$ cat config.mk
export PLATFORM = sky130hd
export DESIGN_NAME = lfu_page_replacement_flat
export DESIGN_NICKNAME = d
export VERILOG_FILES = /design/src/rtl/lfu_pkg.sv /design/src/rtl/lfu_req_if.sv /design/src/rtl/lfu_rsp_if.sv /design/src/rtl/lfu_page_replacement.sv /design/src/flat_wrapper.sv
export SDC_FILE = /design/constraint.sdc
export NUM_CORES = 1
export LEC_CHECK = 0
export BUFFER_PORTS_ARGS = -buffer_cell sky130_fd_sc_hd__clkbuf_2
export CAP_MARGIN = 20
export CORE_UTILIZATION = 44
export CTS_BUF_LIST = sky130_fd_sc_hd__clkbuf_4 sky130_fd_sc_hd__clkbuf_8 sky130_fd_sc_hd__clkbuf_16
export CTS_CLUSTER_SIZE = 8
export DETAILED_ROUTE_END_ITERATION = 10
export REMOVE_ABC_BUFFERS = 1
export SETUP_SLACK_MARGIN = 0.05
export SYNTH_ARGS = -nofsm -noshare
export SYNTH_HDL_FRONTEND = slang
export SYNTH_SLANG_ARGS = --single-unit
$ cat constraint.sdc
create_clock -name clk -period 11.05 [get_ports clk]
set_input_delay 1.6575 -clock clk [delete_from_list [all_inputs] [get_ports clk]]
set_output_delay 1.6575 -clock clk [all_outputs]
set_load 0.05 [all_outputs]
$ cat src/rtl/lfu_pkg.sv
// ----------------------------------------------------------------------------
// lfu_pkg
// Shared widths and default sizes for the LFU page replacement block.
// ----------------------------------------------------------------------------
package lfu_pkg;

    localparam int PAGE_W          = 16;
    localparam int SLOT_W          = 2;
    localparam int USE_W           = 16;
    localparam int STAMP_W         = 32;
    localparam int TOTAL_W         = 32;

    localparam int FRAME_COUNT_DEF = 4;
    localparam int PAGE_BITS_DEF   = 16;

endpackage

$ cat src/rtl/lfu_req_if.sv
// ----------------------------------------------------------------------------
// lfu_req_if
// Request channel carrying one page reference per request.
// ----------------------------------------------------------------------------
interface lfu_req_if
    import lfu_pkg::*;
();

    logic              valid;
    logic              ready;
    logic [PAGE_W-1:0] page_number;

    modport source (output valid, output page_number, input ready);
    modport sink   (input valid, input page_number, output ready);

endinterface

$ cat src/rtl/lfu_rsp_if.sv
// ----------------------------------------------------------------------------
// lfu_rsp_if
// Result channel carrying hit or fault, frame, evicted page and fault total.
// ----------------------------------------------------------------------------
interface lfu_rsp_if
    import lfu_pkg::*;
();

    logic               valid;
    logic               ready;
    logic               hit;
    logic [SLOT_W-1:0]  frame_slot;
    logic               evicted_valid;
    logic [PAGE_W-1:0]  evicted_page;
    logic [TOTAL_W-1:0] fault_total;

    modport source (
        output valid, output hit, output frame_slot, output evicted_valid,
        output evicted_page, output fault_total, input ready
    );
    modport sink (
        input valid, input hit, input frame_slot, input evicted_valid,
        input evicted_page, input fault_total, output ready
    );

endinterface

$ cat src/rtl/lfu_page_replacement.sv
// ----------------------------------------------------------------------------
// lfu_page_replacement
// An accepted request is held in the input register; its result is then
// registered in the response register. One request per cycle unless the
// response side stalls. All frames are compared in parallel; the victim is
// the first empty frame, else from a small comparison tree over the counters.
// Reset empties every frame and clears the access and fault counters.
// ----------------------------------------------------------------------------
module lfu_page_replacement
    import lfu_pkg::*;
#(
    parameter int FRAME_COUNT = FRAME_COUNT_DEF,
    parameter int PAGE_BITS   = PAGE_BITS_DEF
)
(
    input  logic          clk,
    input  logic          rst_n,
    lfu_req_if.sink       req,
    lfu_rsp_if.source     rsp
);

    localparam int STORE_BITS = (PAGE_BITS < PAGE_W) ? PAGE_BITS : PAGE_W;
    localparam int IDX_W      = $clog2(FRAME_COUNT);
    localparam int LEAF_COUNT = 1 << IDX_W;
    localparam int NODE_COUNT = 2 * LEAF_COUNT - 1;
    localparam int KEY_W      = 1 + USE_W + STAMP_W;

    logic                  in_valid_reg;
    logic [STORE_BITS-1:0] in_page_reg;

    logic                  frame_valid_reg [FRAME_COUNT];
    logic [STORE_BITS-1:0] frame_page_reg  [FRAME_COUNT];
    logic [USE_W-1:0]      use_count_reg   [FRAME_COUNT];
    logic [STAMP_W-1:0]    load_stamp_reg  [FRAME_COUNT];
    logic [STAMP_W-1:0]    access_index_reg;
    logic [TOTAL_W-1:0]    fault_count_reg;

    logic                  rsp_valid_reg;
    logic                  rsp_hit_reg;
    logic [SLOT_W-1:0]     rsp_slot_reg;
    logic                  rsp_ev_valid_reg;
    logic [PAGE_W-1:0]     rsp_ev_page_reg;
    logic [TOTAL_W-1:0]    rsp_total_reg;

    logic                  advance;
    logic                  hit_any;
    logic [IDX_W-1:0]      hit_idx;
    logic                  empty_any;
    logic [IDX_W-1:0]      empty_idx;
    logic [IDX_W-1:0]      victim_idx;
    logic [IDX_W-1:0]      slot;
    logic                  ev_valid;
    logic [PAGE_W-1:0]     ev_page;
    logic [TOTAL_W-1:0]    fault_count_next;
    logic [STAMP_W-1:0]    access_index_next;
    logic [USE_W-1:0]      use_count_next;

    logic [KEY_W-1:0]      node_key [NODE_COUNT];
    logic [IDX_W-1:0]      node_idx [NODE_COUNT];

    assign advance   = in_valid_reg && (!rsp_valid_reg || rsp.ready);
    assign req.ready = !in_valid_reg || advance;

    always_comb
    begin
        hit_any   = 1'b0;
        hit_idx   = '0;
        empty_any = 1'b0;
        empty_idx = '0;
        for (int f = 0; f < FRAME_COUNT; f++)
        begin
            if (!hit_any && frame_valid_reg[f] && frame_page_reg[f] == in_page_reg)
            begin
                hit_any = 1'b1;
                hit_idx = IDX_W'(f);
            end
            if (!empty_any && !frame_valid_reg[f])
            begin
                empty_any = 1'b1;
                empty_idx = IDX_W'(f);
            end
        end
    end

    // Lowest use count wins, then oldest stamp, then lowest index. Padding
    // leaves carry a set top key bit so they never win.
    always_comb
    begin
        for (int j = 0; j < LEAF_COUNT; j++)
        begin
            if (j < FRAME_COUNT)
            begin
                node_key[LEAF_COUNT - 1 + j] = {1'b0, use_count_reg[j], load_stamp_reg[j]};
                node_idx[LEAF_COUNT - 1 + j] = IDX_W'(j);
            end
            else
            begin
                node_key[LEAF_COUNT - 1 + j] = '1;
                node_idx[LEAF_COUNT - 1 + j] = '0;
            end
        end
        for (int n = LEAF_COUNT - 2; n >= 0; n--)
        begin
            if (node_key[2 * n + 2] < node_key[2 * n + 1])
            begin
                node_key[n] = node_key[2 * n + 2];
                node_idx[n] = node_idx[2 * n + 2];
            end
            else
            begin
                node_key[n] = node_key[2 * n + 1];
                node_idx[n] = node_idx[2 * n + 1];
            end
        end
    end

    always_comb
    begin
        victim_idx = empty_any ? empty_idx : node_idx[0];
        slot       = hit_any ? hit_idx : victim_idx;
        ev_valid   = !hit_any && !empty_any;
        ev_page    = ev_valid ? PAGE_W'(frame_page_reg[victim_idx]) : '0;

        if (!hit_any && fault_count_reg != '1)
            fault_count_next = fault_count_reg + TOTAL_W'(1);
        else
            fault_count_next = fault_count_reg;

        if (access_index_reg != '1)
            access_index_next = access_index_reg + STAMP_W'(1);
        else
            access_index_next = access_index_reg;

        if (use_count_reg[hit_idx] != '1)
            use_count_next = use_count_reg[hit_idx] + USE_W'(1);
        else
            use_count_next = use_count_reg[hit_idx];
    end

    always_ff @(posedge clk or negedge rst_n)
    begin
        if (!rst_n)
        begin
            in_valid_reg     <= 1'b0;
            rsp_valid_reg    <= 1'b0;
            access_index_reg <= '0;
            fault_count_reg  <= '0;
            for (int f = 0; f < FRAME_COUNT; f++)
            begin
                frame_valid_reg[f] <= 1'b0;
            end
        end
        else
        begin
            if (req.ready)
            begin
                in_valid_reg <= req.valid;
            end
            if (advance)
            begin
                rsp_valid_reg    <= 1'b1;
                access_index_reg <= access_index_next;
                fault_count_reg  <= fault_count_next;
                if (!hit_any)
                begin
                    frame_valid_reg[slot] <= 1'b1;
                end
            end
            else if (rsp.ready)
            begin
                rsp_valid_reg <= 1'b0;
            end
        end
    end

    always_ff @(posedge clk)
    begin
        if (req.valid && req.ready)
        begin
            in_page_reg <= STORE_BITS'(req.page_number);
        end
        if (advance)
        begin
            rsp_hit_reg      <= hit_any;
            rsp_slot_reg     <= SLOT_W'(slot);
            rsp_ev_valid_reg <= ev_valid;
            rsp_ev_page_reg  <= ev_page;
            rsp_total_reg    <= fault_count_next;
            if (hit_any)
            begin
                use_count_reg[slot] <= use_count_next;
            end
            else
            begin
                frame_page_reg[slot] <= in_page_reg;
                use_count_reg[slot]  <= USE_W'(1);
                load_stamp_reg[slot] <= access_index_reg;
            end
        end
    end

    assign rsp.valid         = rsp_valid_reg;
    assign rsp.hit           = rsp_hit_reg;
    assign rsp.frame_slot    = rsp_slot_reg;
    assign rsp.evicted_valid = rsp_ev_valid_reg;
    assign rsp.evicted_page  = rsp_ev_page_reg;
    assign rsp.fault_total   = rsp_total_reg;

endmodule
$ cat src/flat_wrapper.sv
// flat-port wrapper written by rule: the top's interface ports become plain ports
module lfu_page_replacement_flat import lfu_pkg::*;
#(
    parameter int FRAME_COUNT = FRAME_COUNT_DEF,
    parameter int PAGE_BITS   = PAGE_BITS_DEF
)
  (clk, rst_n, req_valid, req_page_number, req_ready, rsp_valid, rsp_hit, rsp_frame_slot, rsp_evicted_valid, rsp_evicted_page, rsp_fault_total, rsp_ready);
  lfu_req_if req_i ();
  lfu_rsp_if rsp_i ();
  input  logic clk;
  input  logic rst_n;
  input wire logic [$bits(req_i.valid)-1:0] req_valid;
  input wire logic [$bits(req_i.page_number)-1:0] req_page_number;
  output wire logic [$bits(req_i.ready)-1:0] req_ready;
  output wire logic [$bits(rsp_i.valid)-1:0] rsp_valid;
  output wire logic [$bits(rsp_i.hit)-1:0] rsp_hit;
  output wire logic [$bits(rsp_i.frame_slot)-1:0] rsp_frame_slot;
  output wire logic [$bits(rsp_i.evicted_valid)-1:0] rsp_evicted_valid;
  output wire logic [$bits(rsp_i.evicted_page)-1:0] rsp_evicted_page;
  output wire logic [$bits(rsp_i.fault_total)-1:0] rsp_fault_total;
  input wire logic [$bits(rsp_i.ready)-1:0] rsp_ready;
  assign req_i.valid = req_valid;
  assign req_i.page_number = req_page_number;
  assign req_ready = req_i.ready;
  assign rsp_valid = rsp_i.valid;
  assign rsp_hit = rsp_i.hit;
  assign rsp_frame_slot = rsp_i.frame_slot;
  assign rsp_evicted_valid = rsp_i.evicted_valid;
  assign rsp_evicted_page = rsp_i.evicted_page;
  assign rsp_fault_total = rsp_i.fault_total;
  assign rsp_i.ready = rsp_ready;
  lfu_page_replacement #(.FRAME_COUNT(FRAME_COUNT), .PAGE_BITS(PAGE_BITS)) u_core (.clk(clk), .rst_n(rst_n), .req(req_i), .rsp(rsp_i));
endmodule
==> results.toml <==
[grt]
grt-ovfl-total = 0
antenna_found_initial = 0
grt_start_max_net_pins = 67
grt_pass1_wl_mm = 74.3
grt_usage_pct = 20.3
first_global_vias = 13296

[cts]
insertion_delay_ns = 0.60
clk_pin_slew_ns = 0.05
cts-root-buf = "clkbuf_16"
clk_path_buf_depth = 3
cts_buffers = 55
post_cts_buffers = 0
cts_sinks = 394
cts_tree = "built"
hold_buffers = 0
cts_resized = 0
htree_levels = 2

[detailed_routing]
first_pass_iters = 5
wl_per_cell_um = 19.5
wl_mm = 46.9
drt_iter0_markers = 798
drc = 0
vias_per_cell = 5.48
vias = 13187
antenna_left = 0

[logic_synthesis]
ys_dominant_reg_cell = "edfxtp_1"
synth_compound_area_share_pct = 8.08
synth_seq_area_share_pct = 56.2
ys_seq_elements = 394
syn_area_per_cell_um2 = 12.3
ys_types = 81
synth_xor_area_share_pct = 6.99
synth_top_family_by_area = "simple AND/OR/NAND/NOR gates"
syn_inst = 1656
synth_area_um2 = 20400
muxShareOfSynthArea_pct = 5.36
synthAdderAreaFrac_pct = 8.82
async_flop_share_pct = 17.8
synth_edf_count = 324
yosys_warnings = 0
synthSimpleGateAreaFrac_pct = 11.5

[finish]
finalNonFillerCells = 2406
nets = 1925
synthToLayoutAreaGrowth_pct = 13.9
antennaDiodeCount = 0
largest_reg_flops = 128
drive_gt1_share_pct = 15.9
fin_area_um2 = 23300

[worst_setup_path]
cp_top_family = "compound AO/OA/AOI/OAI gates"
worst-path-max-fanout = 66
path_buf_inv = 3
slowest_stage = "nor4_1"
cp-end-kind = "register"
worstSetupStartpointType = "register"
crit_type = "reg -> reg"
cp_data_arrival_time_ns = 8.53
path_cells = "ha_1 > a21oi_1 > o21ai_0 > a221oi_1 > nor3_1 > nor4_1 > and2_4 > buf_4 > nor2_1 > a21oi_1 > ha_1 > a21o_1 > a21o_1 > a2111oi_0 > o21ai_0 > a21oi_1 > o221a_2 > o211ai_1 > a21oi_4 > buf_4 > nand2_1 > nor2_4 > buf_4"
reg2reg_slack_ns = 2.77
slowest_delay_ns = 0.80
cp.required_ns = 11.30

[floorplan]
start_util_pct = 44.8
dieWidth_um = 217
die_area_um2 = 47300
ios = 74
die_y_um = 217
core-area_um2 = 45600
rows = 78

[sta]
worst_pin_slew_ns = 1.12
rsz0062_at_grt = "false"
finalCritPeriodShare_pct = 74.9
skew_ns = 0.0202
slew_viol_final = 0
hold_violations = 0
setup_viol_count_final = 0
post-route-min-period_ns = 8.28
max_freq_mhz = 121
max-slew-margin-rel_pct = 25.4
layout_setup_ws_ns = 2.77
whs_ns = 0.504

[place]
place_congestion = 0.868
place_area_um2 = 21500
placed_cells = 2303
dpl.hpwl_mm = 32.9
io_buffers = 73
dp_slack_ns = 2.74

[outcome]
outcome = "finished, final reports clean"

[job]
cap_violations = 0

[worst_hold_path]
hold_class = "reg -> reg"
## worst register-to-register path, stage by stage (launching register included)
cell,delay (ns)
edfxtp_1,0.42
ha_1,0.32
a21oi_1,0.14
o21ai_0,0.12
a221oi_1,0.40
nor3_1,0.08
nor4_1,0.80
and2_4,0.51
buf_4,0.60
nor2_1,0.15
a21oi_1,0.16
ha_1,0.27
a21o_1,0.18
a21o_1,0.16
a2111oi_0,0.43
o21ai_0,0.20
a21oi_1,0.18
o221a_2,0.27
o211ai_1,0.15
a21oi_4,0.47
buf_4,0.50
nand2_1,0.18
nor2_4,0.78
buf_4,0.47
## final timing paths
kind / depth (start not counted) / from / to
worst max-delay path: 23 / u_core.use_count_reg[1][1] / u_core.frame_page_reg[2][7]
worst min-delay path: 1 / u_core.in_valid_reg / u_core.rsp.valid
worst max register to register: 23 / u_core.use_count_reg[1][1] / u_core.frame_page_reg[2][7]
worst min register to register: 1 / u_core.in_valid_reg / u_core.rsp.valid
max in group asynchronous: 2 / rst_n / u_core.fault_count_reg[0]
min in group asynchronous: 1 / rst_n / u_core.access_index_reg[26]
## through the flow
stage	TNS [ns]	utilization (%)
CTS	0	51.0
finish	0	51.0
detailed placement	0	47.2
global placement	0	47.2
global route	0	51.0
floorplan	-46.05	-
## area by class of cell
cell class	instances	area (um2)
Inverter	109	409
Tap cell	600	751
Fill cell	4003	22300
Timing Repair Buffer	90	502
Sequential cell	394	11500
Clock buffer	99	1710
Clock inverter	3	37.5
Multi-Input combinational cell	1111	8380
## per-layer routing
layer  track usage [%]  routed length [um]  part of all wire (%)  vias up
met5                 0                   0                     0        -
met4              4.95                 872                   1.9        0
met3              3.31                2240                   4.8       59
met2              33.4               22400                    48      288
met1              28.0               21400                    46     6477
li1                  -                   -                     -     6363
## logic make-up after synthesis
group | after synthesis
fa+ha+maj | 144
flops | 394
buf+inv | 151
mux | 103
simple gates | 450
xor+xnor | 163
compound gates | 251
## placed cells by master, fill, tap and decap left out, types with 48 or more instances in the layout
| cell type | synthesis | routed |
|---|---|---|
| nor2_1 | 125 | 124 |
| clkbuf_2 | 1 | 72 |
| inv_1 | 108 | 108 |
| xor2_1 | 62 | 62 |
| nand2_1 | 89 | 89 |
| dfrtp_1 | 70 | 70 |
| edfxtp_1 | 324 | 324 |
| mux2_2 | 48 | 48 |
| nand3_1 | 51 | 51 |
| clkbuf_16 | 0 | 55 |
| ha_1 | 144 | 144 |
| xnor2_1 | 101 | 101 |
| mux2i_1 | 54 | 54 |
| a21oi_1 | 106 | 105 |
## synth_stat cells (3+ instances only)
master	instances	area share [%]
o211ai_1	3	0.11
mux2_2	48	2.6
a2111oi_0	4	0.17
a31o_2	4	0.17
a221oi_1	5	0.21
clkbuf_1	22	0.40
o21bai_1	3	0.11
buf_6	3	0.17
or4_1	6	0.22
nand2_1	89	1.6
and3_1	19	0.58
xor2_1	62	2.7
and4_1	9	0.39
and2_1	3	0.092
a21oi_1	106	2.6
a21boi_0	3	0.11
buf_2	10	0.25
or3_1	7	0.21
nand2b_1	8	0.25
o21a_1	11	0.40
o2111ai_1	10	0.43
xnor2_1	101	4.3
dfrtp_1	70	8.6
a21o_1	21	0.77
nor2b_1	11	0.34
o22ai_1	16	0.49
nor4_4	4	0.42
a31oi_1	3	0.092
nand4_1	45	1.4
nand3_1	51	1.2
inv_1	108	2.0
o21ai_0	25	0.61
nor3b_1	4	0.15
buf_1	5	0.092
nor4_1	7	0.21
nor3_1	32	0.78
nor2_1	125	2.3
o311ai_1	3	0.13
o31ai_1	5	0.18
a311oi_1	8	0.34
ha_1	144	8.8
edfxtp_1	324	48
a211oi_1	3	0.11
mux2i_1	54	2.6
or2_2	9	0.28
Power is not shown: default switching activity piles up to over one toggle a cycle in this logic, so the estimate is an artifact.
